==> config.mk <==
export PLATFORM = sky130hd
export DESIGN_NAME = rv64_integer_control_decoder_unit_flat
export DESIGN_NICKNAME = d
export VERILOG_FILES = /design/src/hw/rtl/rv64icd_pkg.sv /design/src/hw/rtl/rv64icd_instr_if.sv /design/src/hw/rtl/rv64icd_ctrl_if.sv /design/src/hw/rtl/rv64_integer_control_decoder_unit.sv /design/src/flat_wrapper.sv
export SDC_FILE = /design/constraint.sdc
export NUM_CORES = 1
export LEC_CHECK = 0
export ABC_AREA = 1
export BUFFER_PORTS_ARGS = -buffer_cell sky130_fd_sc_hd__buf_2
export CORE_MARGIN = 4
export CORE_UTILIZATION = 45
export CTS_BUF_LIST = sky130_fd_sc_hd__clkbuf_16
export CTS_CLUSTER_DIAMETER = 100
export DETAILED_ROUTE_END_ITERATION = 6
export PLACE_DENSITY = 0.73
export SLEW_MARGIN = 0
export SYNTH_ARGS = -nofsm -noshare
export SYNTH_HDL_FRONTEND = slang
export SYNTH_SLANG_ARGS = --single-unit
export TNS_END_PERCENT = 20
==> constraint.sdc <==
create_clock -name clk -period 6.2 [get_ports clk]
set_input_delay 1.86 -clock clk [delete_from_list [all_inputs] [get_ports clk]]
set_output_delay 1.86 -clock clk [all_outputs]
set_load 0.03 [all_outputs]
==> src/hw/rtl/rv64icd_pkg.sv <==
// Shared widths, opcodes and control codes of the RV64 integer control decoder.
package rv64icd_pkg;

    // Field widths
    localparam int INSTR_W = 32;
    localparam int FLOW_W  = 8;
    localparam int REGS_W  = 3;
    localparam int SEL_W   = 2;
    localparam int IMM_W   = 3;
    localparam int FN_W    = 4;
    localparam int MEM_W   = 4;
    localparam int CSR_W   = 3;

    // Major opcodes
    localparam logic [6:0] OP_BRANCH   = 7'h63;
    localparam logic [6:0] OP_JAL      = 7'h6f;
    localparam logic [6:0] OP_JALR     = 7'h67;
    localparam logic [6:0] OP_LUI      = 7'h37;
    localparam logic [6:0] OP_AUIPC    = 7'h17;
    localparam logic [6:0] OP_LOAD     = 7'h03;
    localparam logic [6:0] OP_STORE    = 7'h23;
    localparam logic [6:0] OP_IMM      = 7'h13;
    localparam logic [6:0] OP_IMM_32   = 7'h1b;
    localparam logic [6:0] OP_REG      = 7'h33;
    localparam logic [6:0] OP_REG_32   = 7'h3b;
    localparam logic [6:0] OP_MISC_MEM = 7'h0f;
    localparam logic [6:0] OP_SYSTEM   = 7'h73;
    localparam logic [6:0] OP_AMO      = 7'h2f;
    localparam logic [6:0] OP_LOAD_FP  = 7'h07;
    localparam logic [6:0] OP_STORE_FP = 7'h27;
    localparam logic [6:0] OP_FMADD    = 7'h43;
    localparam logic [6:0] OP_FMSUB    = 7'h47;
    localparam logic [6:0] OP_FNMSUB   = 7'h4b;
    localparam logic [6:0] OP_FNMADD   = 7'h4f;
    localparam logic [6:0] OP_FP       = 7'h53;

    // funct7 values
    localparam logic [6:0] F7_BASE   = 7'h00;
    localparam logic [6:0] F7_MULDIV = 7'h01;
    localparam logic [6:0] F7_ALT    = 7'h20;
    localparam logic [6:0] F7_SFENCE = 7'h09;

    // Shift-amount upper bits that mark an arithmetic right shift
    localparam logic [6:0] SHAMT_ARITH_64 = 7'h10;
    localparam logic [6:0] SHAMT_ARITH_32 = 7'h20;

    // System function codes (bits 31:20 of a privileged instruction)
    localparam logic [11:0] SYS_ECALL  = 12'h000;
    localparam logic [11:0] SYS_EBREAK = 12'h001;
    localparam logic [11:0] SYS_SRET   = 12'h102;
    localparam logic [11:0] SYS_MRET   = 12'h302;
    localparam logic [11:0] SYS_WFI    = 12'h105;
    localparam logic [11:0] SYS_MWFI   = 12'h305;
    localparam logic [11:0] SYS_DRET   = 12'h7b2;

    // Atomic function selects (bits 31:27)
    localparam logic [4:0] AMO_ADD  = 5'h00;
    localparam logic [4:0] AMO_SWAP = 5'h01;
    localparam logic [4:0] AMO_LR   = 5'h02;
    localparam logic [4:0] AMO_SC   = 5'h03;
    localparam logic [4:0] AMO_XOR  = 5'h04;
    localparam logic [4:0] AMO_OR   = 5'h08;
    localparam logic [4:0] AMO_AND  = 5'h0c;
    localparam logic [4:0] AMO_MIN  = 5'h10;
    localparam logic [4:0] AMO_MAX  = 5'h14;
    localparam logic [4:0] AMO_MINU = 5'h18;
    localparam logic [4:0] AMO_MAXU = 5'h1c;

    // funct3 values
    localparam logic [2:0] F3_ZERO = 3'd0;
    localparam logic [2:0] F3_SLL  = 3'd1;
    localparam logic [2:0] F3_SRL  = 3'd5;
    localparam logic [2:0] F3_W    = 3'd2;
    localparam logic [2:0] F3_D    = 3'd3;
    localparam logic [2:0] F3_LDMAX = 3'd7;
    localparam logic [2:0] F3_PRIV_RSV = 3'd4;

    // Flow flag bit positions
    localparam int FL_BRANCH = 0;
    localparam int FL_JAL    = 1;
    localparam int FL_JALR   = 2;
    localparam int FL_MEM    = 3;
    localparam int FL_AMO    = 4;
    localparam int FL_FENCE  = 5;
    localparam int FL_FENCEI = 6;
    localparam int FL_MULDIV = 7;

    // Register use bit positions
    localparam int RU_RS1 = 0;
    localparam int RU_RS2 = 1;
    localparam int RU_RD  = 2;

    typedef enum logic [SEL_W-1:0] {
        A1_ZERO = 2'd0,
        A1_RS1  = 2'd1,
        A1_PC   = 2'd2
    } alu1_sel_t;

    typedef enum logic [SEL_W-1:0] {
        A2_ZERO = 2'd0,
        A2_SIZE = 2'd1,
        A2_RS2  = 2'd2,
        A2_IMM  = 2'd3
    } alu2_sel_t;

    typedef enum logic [IMM_W-1:0] {
        IMM_I  = 3'd0,
        IMM_S  = 3'd1,
        IMM_SB = 3'd2,
        IMM_U  = 3'd3,
        IMM_UJ = 3'd4,
        IMM_Z  = 3'd5
    } imm_fmt_t;

    typedef enum logic [FN_W-1:0] {
        FN_ADD  = 4'd0,
        FN_SL   = 4'd1,
        FN_SEQ  = 4'd2,
        FN_SNE  = 4'd3,
        FN_XOR  = 4'd4,
        FN_SR   = 4'd5,
        FN_OR   = 4'd6,
        FN_AND  = 4'd7,
        FN_SUB  = 4'd10,
        FN_SRA  = 4'd11,
        FN_SLT  = 4'd12,
        FN_SGE  = 4'd13,
        FN_SLTU = 4'd14,
        FN_SGEU = 4'd15
    } alu_fn_t;

    typedef enum logic [MEM_W-1:0] {
        MC_NONE    = 4'd0,
        MC_READ    = 4'd1,
        MC_WRITE   = 4'd2,
        MC_SFENCE  = 4'd3,
        MC_LR      = 4'd4,
        MC_SC      = 4'd5,
        MC_AMOADD  = 4'd6,
        MC_AMOSWAP = 4'd7,
        MC_AMOXOR  = 4'd8,
        MC_AMOOR   = 4'd9,
        MC_AMOAND  = 4'd10,
        MC_AMOMIN  = 4'd11,
        MC_AMOMAX  = 4'd12,
        MC_AMOMINU = 4'd13,
        MC_AMOMAXU = 4'd14
    } mem_cmd_t;

    typedef enum logic [CSR_W-1:0] {
        CSR_NONE  = 3'd0,
        CSR_WRITE = 3'd1,
        CSR_SET   = 3'd2,
        CSR_CLEAR = 3'd3,
        CSR_SYS   = 3'd4
    } csr_cmd_t;

    // Decoded control bundle
    typedef struct packed {
        logic              legal;
        logic [FLOW_W-1:0] flow_flags;
        logic [REGS_W-1:0] reg_use;
        logic [SEL_W-1:0]  alu1_select;
        logic [SEL_W-1:0]  alu2_select;
        logic [IMM_W-1:0]  imm_format;
        logic              word_op;
        logic [FN_W-1:0]   alu_function;
        logic [MEM_W-1:0]  mem_command;
        logic [CSR_W-1:0]  csr_command;
        logic              fp_deferred;
    } ctrl_t;

endpackage

==> src/hw/rtl/rv64icd_instr_if.sv <==
// Instruction request channel: valid/ready handshake with the raw instruction word.
interface rv64icd_instr_if
    import rv64icd_pkg::*;
();
    logic               valid;
    logic               ready;
    logic [INSTR_W-1:0] instruction;

    modport source (output valid, output instruction, input ready);
    modport sink   (input valid, input instruction, output ready);
endinterface

==> src/hw/rtl/rv64icd_ctrl_if.sv <==
// Control bundle request channel: valid/ready handshake with the decoded fields.
interface rv64icd_ctrl_if
    import rv64icd_pkg::*;
();
    logic              valid;
    logic              ready;
    logic              legal;
    logic [FLOW_W-1:0] flow_flags;
    logic [REGS_W-1:0] reg_use;
    logic [SEL_W-1:0]  alu1_select;
    logic [SEL_W-1:0]  alu2_select;
    logic [IMM_W-1:0]  imm_format;
    logic              word_op;
    logic [FN_W-1:0]   alu_function;
    logic [MEM_W-1:0]  mem_command;
    logic [CSR_W-1:0]  csr_command;
    logic              fp_deferred;

    modport source (
        output valid, output legal, output flow_flags, output reg_use,
        output alu1_select, output alu2_select, output imm_format, output word_op,
        output alu_function, output mem_command, output csr_command, output fp_deferred,
        input ready
    );
    modport sink (
        input valid, input legal, input flow_flags, input reg_use,
        input alu1_select, input alu2_select, input imm_format, input word_op,
        input alu_function, input mem_command, input csr_command, input fp_deferred,
        output ready
    );
endinterface

==> src/hw/rtl/rv64_integer_control_decoder_unit.sv <==
// Pipeline: an accepted request is held in the input register, decoded by combinational
// logic and stored in the result register, from which the sink takes it.
// Throughput: one request per cycle while the result register is empty or taken; the input
// register feeds a single pass of compare logic into the result register, and both advance.
// Stalls: ready back-propagates from the result register through the input register.
// Reset: rst_n clears both valid flags at once; the payload registers are not reset.
// Illegal words give an all-zero bundle; floating-point opcodes raise fp_deferred only.
module rv64_integer_control_decoder_unit
    import rv64icd_pkg::*;
(
    input  logic                  clk,
    input  logic                  rst_n,
    rv64icd_instr_if.sink         instr,
    rv64icd_ctrl_if.source        ctrl
);

    logic               in_valid_reg;
    logic               in_valid_next;
    logic [INSTR_W-1:0] in_word_reg;
    logic               out_valid_reg;
    logic               out_valid_next;
    ctrl_t              out_bundle_reg;
    ctrl_t              dec;

    logic               out_free;
    logic               in_fire;
    logic               in_advance;

    // Handshake: hold when the result register is full and not taken
    assign out_free   = !out_valid_reg || ctrl.ready;
    assign instr.ready = !in_valid_reg || out_free;
    assign in_fire    = instr.valid && instr.ready;
    assign in_advance = in_valid_reg && out_free;

    assign in_valid_next  = in_fire || (in_valid_reg && !out_free);
    assign out_valid_next = in_advance || (out_valid_reg && !ctrl.ready);

    // Valid flags
    always_ff @(posedge clk or negedge rst_n)
    begin
        if (!rst_n)
        begin
            in_valid_reg  <= 1'b0;
            out_valid_reg <= 1'b0;
        end
        else
        begin
            in_valid_reg  <= in_valid_next;
            out_valid_reg <= out_valid_next;
        end
    end

    // Payload registers
    always_ff @(posedge clk)
    begin
        if (in_fire)
        begin
            in_word_reg <= instr.instruction;
        end
        if (in_advance)
        begin
            out_bundle_reg <= dec;
        end
    end

    // Decode the registered word
    logic [6:0]  op;
    logic [2:0]  f3;
    logic [6:0]  f7;
    logic [4:0]  rd;
    logic [4:0]  rs1;
    logic [4:0]  rs2;
    logic [11:0] funct12;
    logic [4:0]  amo_sel;
    logic        is_imm;
    logic        is_word;
    logic [6:0]  shamt_hi;
    logic [6:0]  shamt_arith;
    logic        ok;
    alu_fn_t     arith_fn;
    alu_fn_t     cmp_fn;
    mem_cmd_t    amo_cmd;

    assign op      = in_word_reg[6:0];
    assign rd      = in_word_reg[11:7];
    assign f3      = in_word_reg[14:12];
    assign rs1     = in_word_reg[19:15];
    assign rs2     = in_word_reg[24:20];
    assign f7      = in_word_reg[31:25];
    assign funct12 = in_word_reg[31:20];
    assign amo_sel = in_word_reg[31:27];

    assign is_imm      = (op == OP_IMM) || (op == OP_IMM_32);
    assign is_word     = (op == OP_IMM_32) || (op == OP_REG_32);
    assign shamt_hi    = is_word ? f7 : {1'b0, f7[6:1]};
    assign shamt_arith = is_word ? SHAMT_ARITH_32 : SHAMT_ARITH_64;

    // Map funct3 to ALU codes
    always_comb
    begin
        case (f3)
            3'd0:    arith_fn = FN_ADD;
            3'd1:    arith_fn = FN_SL;
            3'd2:    arith_fn = FN_SLT;
            3'd3:    arith_fn = FN_SLTU;
            3'd4:    arith_fn = FN_XOR;
            3'd5:    arith_fn = FN_SR;
            3'd6:    arith_fn = FN_OR;
            default: arith_fn = FN_AND;
        endcase
        case (f3)
            3'd0:    cmp_fn = FN_SEQ;
            3'd1:    cmp_fn = FN_SNE;
            3'd4:    cmp_fn = FN_SLT;
            3'd5:    cmp_fn = FN_SGE;
            3'd6:    cmp_fn = FN_SLTU;
            3'd7:    cmp_fn = FN_SGEU;
            default: cmp_fn = FN_ADD;
        endcase
    end

    // Map the atomic select to a memory command
    always_comb
    begin
        case (amo_sel)
            AMO_ADD:  amo_cmd = MC_AMOADD;
            AMO_SWAP: amo_cmd = MC_AMOSWAP;
            AMO_LR:   amo_cmd = MC_LR;
            AMO_SC:   amo_cmd = MC_SC;
            AMO_XOR:  amo_cmd = MC_AMOXOR;
            AMO_OR:   amo_cmd = MC_AMOOR;
            AMO_AND:  amo_cmd = MC_AMOAND;
            AMO_MIN:  amo_cmd = MC_AMOMIN;
            AMO_MAX:  amo_cmd = MC_AMOMAX;
            AMO_MINU: amo_cmd = MC_AMOMINU;
            AMO_MAXU: amo_cmd = MC_AMOMAXU;
            default:  amo_cmd = MC_NONE;
        endcase
    end

    // Build the bundle; clear it for an illegal word
    always_comb
    begin
        dec = '0;
        ok  = 1'b0;
        case (op)
            OP_BRANCH:
            begin
                ok = (f3 != F3_W) && (f3 != F3_D);
                dec.flow_flags[FL_BRANCH] = 1'b1;
                dec.reg_use      = REGS_W'((1 << RU_RS1) | (1 << RU_RS2));
                dec.alu1_select  = A1_RS1;
                dec.alu2_select  = A2_RS2;
                dec.imm_format   = IMM_SB;
                dec.alu_function = cmp_fn;
            end
            OP_JAL:
            begin
                ok = 1'b1;
                dec.flow_flags[FL_JAL] = 1'b1;
                dec.reg_use[RU_RD] = 1'b1;
                dec.alu1_select = A1_PC;
                dec.alu2_select = A2_SIZE;
                dec.imm_format  = IMM_UJ;
            end
            OP_JALR:
            begin
                ok = (f3 == F3_ZERO);
                dec.flow_flags[FL_JALR] = 1'b1;
                dec.reg_use     = REGS_W'((1 << RU_RS1) | (1 << RU_RD));
                dec.alu1_select = A1_RS1;
                dec.alu2_select = A2_IMM;
            end
            OP_LUI, OP_AUIPC:
            begin
                ok = 1'b1;
                dec.reg_use[RU_RD] = 1'b1;
                dec.alu1_select = (op == OP_AUIPC) ? A1_PC : A1_ZERO;
                dec.alu2_select = A2_IMM;
                dec.imm_format  = IMM_U;
            end
            OP_LOAD:
            begin
                ok = (f3 != F3_LDMAX);
                dec.flow_flags[FL_MEM] = 1'b1;
                dec.reg_use     = REGS_W'((1 << RU_RS1) | (1 << RU_RD));
                dec.alu1_select = A1_RS1;
                dec.alu2_select = A2_IMM;
                dec.mem_command = MC_READ;
            end
            OP_STORE:
            begin
                ok = !f3[2];
                dec.flow_flags[FL_MEM] = 1'b1;
                dec.reg_use     = REGS_W'((1 << RU_RS1) | (1 << RU_RS2));
                dec.alu1_select = A1_RS1;
                dec.alu2_select = A2_IMM;
                dec.imm_format  = IMM_S;
                dec.mem_command = MC_WRITE;
            end
            OP_IMM, OP_IMM_32, OP_REG, OP_REG_32:
            begin
                dec.alu1_select = A1_RS1;
                dec.word_op     = is_word;
                dec.reg_use     = REGS_W'((1 << RU_RS1) | (1 << RU_RD));
                if (!is_imm && (f7 == F7_MULDIV))
                begin
                    // Multiply/divide: funct3 goes through as the function
                    ok = !(is_word && (f3 >= 3'd1) && (f3 <= 3'd3));
                    dec.flow_flags[FL_MULDIV] = 1'b1;
                    dec.reg_use[RU_RS2] = 1'b1;
                    dec.alu2_select  = A2_RS2;
                    dec.alu_function = {1'b0, f3};
                end
                else
                begin
                    ok = !(is_word && (f3 != F3_ZERO) && (f3 != F3_SLL) && (f3 != F3_SRL));
                    dec.alu_function = arith_fn;
                    if (is_imm)
                    begin
                        dec.alu2_select = A2_IMM;
                        if ((f3 == F3_SLL) || (f3 == F3_SRL))
                        begin
                            if ((shamt_hi != '0)
                                && !((f3 == F3_SRL) && (shamt_hi == shamt_arith)))
                            begin
                                ok = 1'b0;
                            end
                            if (shamt_hi == shamt_arith)
                            begin
                                dec.alu_function = FN_SRA;
                            end
                        end
                    end
                    else
                    begin
                        dec.alu2_select = A2_RS2;
                        dec.reg_use[RU_RS2] = 1'b1;
                        if ((f7 != F7_BASE)
                            && !((f7 == F7_ALT) && ((f3 == F3_ZERO) || (f3 == F3_SRL))))
                        begin
                            ok = 1'b0;
                        end
                        if (f7 == F7_ALT)
                        begin
                            dec.alu_function = (f3 == F3_ZERO) ? FN_SUB : FN_SRA;
                        end
                    end
                end
            end
            OP_MISC_MEM:
            begin
                ok = (f3 == F3_ZERO) || (f3 == F3_SLL);
                dec.flow_flags[FL_FENCE]  = 1'b1;
                dec.flow_flags[FL_FENCEI] = (f3 == F3_SLL);
            end
            OP_SYSTEM:
            begin
                if (f3 == F3_ZERO)
                begin
                    if (f7 == F7_SFENCE)
                    begin
                        // Address-translation fence goes to memory
                        ok = (rd == '0);
                        dec.flow_flags[FL_MEM] = 1'b1;
                        dec.reg_use     = REGS_W'((1 << RU_RS1) | (1 << RU_RS2));
                        dec.mem_command = MC_SFENCE;
                        dec.alu1_select = A1_RS1;
                    end
                    else
                    begin
                        ok = (rd == '0) && (rs1 == '0)
                            && ((funct12 == SYS_ECALL) || (funct12 == SYS_EBREAK)
                                || (funct12 == SYS_SRET) || (funct12 == SYS_MRET)
                                || (funct12 == SYS_WFI) || (funct12 == SYS_MWFI)
                                || (funct12 == SYS_DRET));
                        dec.csr_command = CSR_SYS;
                    end
                end
                else
                begin
                    // CSR access, register or immediate source
                    ok = (f3 != F3_PRIV_RSV);
                    dec.reg_use[RU_RD] = 1'b1;
                    case (f3[1:0])
                        2'd1:    dec.csr_command = CSR_WRITE;
                        2'd2:    dec.csr_command = CSR_SET;
                        default: dec.csr_command = CSR_CLEAR;
                    endcase
                    if (!f3[2])
                    begin
                        dec.reg_use[RU_RS1] = 1'b1;
                        dec.alu1_select = A1_RS1;
                    end
                    else
                    begin
                        dec.alu2_select = A2_IMM;
                        dec.imm_format  = IMM_Z;
                    end
                end
            end
            OP_AMO:
            begin
                ok = ((f3 == F3_W) || (f3 == F3_D)) && (amo_cmd != MC_NONE)
                    && !((amo_sel == AMO_LR) && (rs2 != '0));
                dec.flow_flags[FL_MEM] = 1'b1;
                dec.flow_flags[FL_AMO] = 1'b1;
                dec.mem_command = amo_cmd;
                dec.reg_use     = REGS_W'((1 << RU_RS1) | (1 << RU_RD));
                dec.reg_use[RU_RS2] = (amo_sel != AMO_LR);
                dec.alu1_select = A1_RS1;
            end
            OP_LOAD_FP, OP_STORE_FP, OP_FMADD, OP_FMSUB, OP_FNMSUB, OP_FNMADD, OP_FP:
            begin
                // Pass on to the floating-point decoder
                ok = 1'b1;
                dec.fp_deferred = 1'b1;
            end
            default:
            begin
                ok = 1'b0;
            end
        endcase
        dec.legal = ok && !dec.fp_deferred;
        if (!ok)
        begin
            dec = '0;
        end
    end

    // Drive the result channel
    assign ctrl.valid        = out_valid_reg;
    assign ctrl.legal        = out_bundle_reg.legal;
    assign ctrl.flow_flags   = out_bundle_reg.flow_flags;
    assign ctrl.reg_use      = out_bundle_reg.reg_use;
    assign ctrl.alu1_select  = out_bundle_reg.alu1_select;
    assign ctrl.alu2_select  = out_bundle_reg.alu2_select;
    assign ctrl.imm_format   = out_bundle_reg.imm_format;
    assign ctrl.word_op      = out_bundle_reg.word_op;
    assign ctrl.alu_function = out_bundle_reg.alu_function;
    assign ctrl.mem_command  = out_bundle_reg.mem_command;
    assign ctrl.csr_command  = out_bundle_reg.csr_command;
    assign ctrl.fp_deferred  = out_bundle_reg.fp_deferred;

endmodule
==> src/flat_wrapper.sv <==
// flat-port wrapper written by rule: the top's interface ports become plain ports
module rv64_integer_control_decoder_unit_flat import rv64icd_pkg::*;
  (clk, rst_n, instr_valid, instr_instruction, instr_ready, ctrl_valid, ctrl_legal, ctrl_flow_flags, ctrl_reg_use, ctrl_alu1_select, ctrl_alu2_select, ctrl_imm_format, ctrl_word_op, ctrl_alu_function, ctrl_mem_command, ctrl_csr_command, ctrl_fp_deferred, ctrl_ready);
  rv64icd_instr_if instr_i ();
  rv64icd_ctrl_if ctrl_i ();
  input  logic clk;
  input  logic rst_n;
  input wire logic [$bits(instr_i.valid)-1:0] instr_valid;
  input wire logic [$bits(instr_i.instruction)-1:0] instr_instruction;
  output wire logic [$bits(instr_i.ready)-1:0] instr_ready;
  output wire logic [$bits(ctrl_i.valid)-1:0] ctrl_valid;
  output wire logic [$bits(ctrl_i.legal)-1:0] ctrl_legal;
  output wire logic [$bits(ctrl_i.flow_flags)-1:0] ctrl_flow_flags;
  output wire logic [$bits(ctrl_i.reg_use)-1:0] ctrl_reg_use;
  output wire logic [$bits(ctrl_i.alu1_select)-1:0] ctrl_alu1_select;
  output wire logic [$bits(ctrl_i.alu2_select)-1:0] ctrl_alu2_select;
  output wire logic [$bits(ctrl_i.imm_format)-1:0] ctrl_imm_format;
  output wire logic [$bits(ctrl_i.word_op)-1:0] ctrl_word_op;
  output wire logic [$bits(ctrl_i.alu_function)-1:0] ctrl_alu_function;
  output wire logic [$bits(ctrl_i.mem_command)-1:0] ctrl_mem_command;
  output wire logic [$bits(ctrl_i.csr_command)-1:0] ctrl_csr_command;
  output wire logic [$bits(ctrl_i.fp_deferred)-1:0] ctrl_fp_deferred;
  input wire logic [$bits(ctrl_i.ready)-1:0] ctrl_ready;
  assign instr_i.valid = instr_valid;
  assign instr_i.instruction = instr_instruction;
  assign instr_ready = instr_i.ready;
  assign ctrl_valid = ctrl_i.valid;
  assign ctrl_legal = ctrl_i.legal;
  assign ctrl_flow_flags = ctrl_i.flow_flags;
  assign ctrl_reg_use = ctrl_i.reg_use;
  assign ctrl_alu1_select = ctrl_i.alu1_select;
  assign ctrl_alu2_select = ctrl_i.alu2_select;
  assign ctrl_imm_format = ctrl_i.imm_format;
  assign ctrl_word_op = ctrl_i.word_op;
  assign ctrl_alu_function = ctrl_i.alu_function;
  assign ctrl_mem_command = ctrl_i.mem_command;
  assign ctrl_csr_command = ctrl_i.csr_command;
  assign ctrl_fp_deferred = ctrl_i.fp_deferred;
  assign ctrl_i.ready = ctrl_ready;
  rv64_integer_control_decoder_unit u_core (.clk(clk), .rst_n(rst_n), .instr(instr_i), .ctrl(ctrl_i));
endmodule
==> results.txt <==
The flow ran to the end, and the final reports show no timing, DRC or antenna violations. Yosys attributes the largest share of cell area to edfxtp_1 56%, nand2_1 7.4%, nor2_1 5.2%, inv_1 5.0%, a21oi_2 2.6%. The number of clock buffers added by TritonCTS is 9. Along the worst hold path, the cell count comes to 2. The routability congestion estimate came out at 0.9279. For the max-slew violation total from the final report, the log shows 0.

Entering global routing, the biggest net connects 35 pins. The critical path in this run is classified as in2out. In this run the most critical hold path is launched from u_core.in_valid_reg. Summed over all cells, the static leakage comes to 1.866 nW. For this run, the number of Yosys warnings is 0. The detailed router placed 2607 vias in this run.

At the worst endpoint, the required time is 4340 ps. In the final layout, the multi-input gates occupy 1110 um2. In the final timing run, aggregate negative setup slack is 0 ps.

Utilization after layout: 0.5741. The run gives 0 as the hold-fix buffer count after cts. IR analysis of the VDD net gives a maximum drop of 0.0001596 V. The number of design-rule violations left by the first detailed-router iteration is 111. The logs give 0.6532 for the worst max-slew margin expressed relative to the limit and 3 for the number of levels in the clock H-tree.

For this run, the detailed router's first-pass iteration total came to 4. The worst register-to-register path begins at u_core.in_word_reg[14]. Each instance of the synthesized netlist takes up on average 9.751 um2. Synthesis instantiated 31 different standard cells from the library. The tools report the combined global-route utilization of all metal layers as 0.1589. The number of global-route vias before repair was 2460; the number of nets in the synthesized netlist was 385. The run gives 0.6029 as the portion of the post-synthesis area used by sequential elements. The number of post-CTS setup repair buffers came out at 0.

The library cells used most frequently in the layout, excluding fill and tap cells, are 69 x buf_2, 67 x nand2_1, 64 x edfxtp_1. For this design the total switching power over the nets is 0.2804 mW. After synthesis the netlist holds a flip-flop and latch count of 70.

The tools report the worst setup path startpoint as ctrl_ready. The run gives 0.4667 as the starting utilization of the core area. In this run the standard cell core region covers 7292 um2.

The detail route stage leaves a number of antenna-violating nets equal to 0. STA puts the critical path data arrival time at 2350 ps. The internal portion of the total power is 0.9749 mW. TritonCTS built the clock tree. The die outline area was 9018 um2.

The share of the clock period used by the worst path works out to 0.6787. The die boundary height works out to 94.97 um. The tools report the number of clock sinks seen by CTS as 70. The number of antenna diodes in the final layout is 0. The total length of routed wires was 6619 um; the shortest clock period the worst path allows after layout was 4208 ps.

Number of placement rows: 31. In this run the horizontal extent of the chip is 94.97 um. The number of antenna violations at the first check in global routing is 0. The tools report the final-report setup violation count as 0. Global-route wire length before repair: 10980 um. The biggest area contributor in the post-synthesis netlist is edfxtp_1. The remaining design rule violation count is 0. STA classifies the critical path endpoint as an output port.

After clock tree synthesis, the clock-pin slew on the worst setup and hold paths is 50 ps. Slew of the pin with the lowest slew margin: 516.2 ps. For the worst hold margin, the log shows 505.8 ps. Switching portion of total power: 0.2234. The number of filler cells placed in the layout is 683, and the number of flip-flops in the largest register is 32.

Across the run, the number of max-cap violations was 0. Share of layout cells above drive strength 1: 0.2917. The register share of total power is 0.450.

The number of cells on the worst reg-to-reg path is 10. STA classifies the critical path startpoint as a primary input. Leaving out fill and tap cells, the most frequent cell in the layout is buf_2.

The hold path endpoint is u_core.ctrl.valid. For the final setup skew, the log shows 5.724 ps. For flop-to-flop paths, the worst setup slack is 3910 ps. Clock tree synthesis selected as its root buffer the cell clkbuf_16. Summed over all layers, the global routing overflow is 0.

In this run the cell area of the synthesized design comes to 3403 um2. The via count normalized by instance count came out at 4.910. The worst hold path belongs to the class reg2reg.

Post-detailed-route wirelength per cell: 12.47 um. The maximum operating frequency was 237.6 MHz. The clock network power share is 0.454.

For the worst-skew pair, the clock arrives at the later sink with an insertion delay of 330 ps. The sequential cell area in the final layout was 2052 um2. The worst-path maximum fanout is 3. The worst register-to-register path ends at u_core.ctrl.alu_function[3]. The number of port buffers was 69.

The post-CTS resize count is 0. The longest clock path from root to sink contains 2 buffers. Area share of the largest cell type after synthesis: 0.5647. The top-level I/O count came out at 70.

The logs give 349 for the synthesized instance count and 463 for the net total in the final layout. Final-report hold violation count: 0. Setup repair after global routing left no endpoint under its margin.

The area growth from synthesis to layout is 23.01%. The power per unit of standard cell area was 299.9 nW/um2; the combinational power share was 0.096. Summed over all nets, the half-perimeter wirelength after detailed placement is 5059 um.
-- through the flow --
step	cell area [um2]	worst slack [ps]	power [mW]	cells
finish	4187	1992	1.255	531
floorplan	3403	2138	0.6587	349
global placement	3849	2004	0.6928	515
global route	4187	1942	1.307	531
CTS	4187	1986	1.267	531
detailed placement	3849	1986	0.6957	515
-- worst max-delay path by stage --
stage / end / slack [ps]
5_1_grt: instr_ready / 1940
3_3_place_gp: instr_ready / 2000
2_1_floorplan: instr_ready / 2140
4_1_cts: instr_ready / 1990
6_report: instr_ready / 1990
3_5_place_dp: instr_ready / 1990
-- worst max-delay path, cell delays in order --
cell,delay [ps]
buf_2,100
inv_1,90
nand3_1,110
buf_2,200
-- power by group through the flow --
| stage | Sequential [mW] | Clock, mW | Combinational [mW] |
|---|---|---|---|
| 2_1_floorplan | 0.600 | 0 | 0.0591 |
| 3_3_place_gp | 0.574 | 0 | 0.119 |
| 3_5_place_dp | 0.575 | 0 | 0.121 |
| 4_1_cts | 0.565 | 0.580 | 0.121 |
| 5_1_grt | 0.569 | 0.604 | 0.134 |
| 6_report | 0.565 | 0.570 | 0.120 |
-- logic make-up (layout without fill, tap and decap cells) --
group | after synthesis | in the layout | share of synthesized area
and+or+nand+nor | 166 | 166 | 0.2243
DFF | 70 | 70 | 0.6029
buffers and inverters | 58 | 141 | 0.07205
AOI/OAI and AO/OA | 55 | 55 | 0.1007
-- cell usage after synthesis --
library cell,count
a211oi_1,2
a21oi_1,16
a21oi_2,10
a31o_2,1
a31oi_1,2
a31oi_2,1
buf_2,1
buf_6,2
buf_8,1
dfrtp_1,2
dfxtp_1,4
edfxtp_1,64
inv_1,45
inv_2,9
nand2_1,67
nand2_2,2
nand2_4,1
nand3_1,17
nand3_2,1
nand3b_1,1
nand4_1,8
nor2_1,47
nor2_2,7
nor2_4,4
nor3_1,8
nor3_2,3
o211ai_1,3
o21ai_0,16
o21ai_1,2
o22ai_1,1
o31ai_1,1
-- metal layers --
metal	vias to the layer above	wire (um)	part of all wire	track usage
met4	0	138	0.021	0.08053
met1	1157	2941	0.44	0.2026
met3	12	496	0.075	0.03825
met2	97	3043	0.46	0.2519
li1	1341	-	-	-
met5	-	0	0	0
-- cell type report --
class,count,share of cell area
clock buffer,9,0.05380
sequential,70,0.4901
inverter,54,0.04842
tap,99,0.02959
clock inverter,7,0.02690
timing repair buffer,71,0.08607
multi-input combinational,221,0.2651
Note: power is estimated with default switching activity, not from simulation.
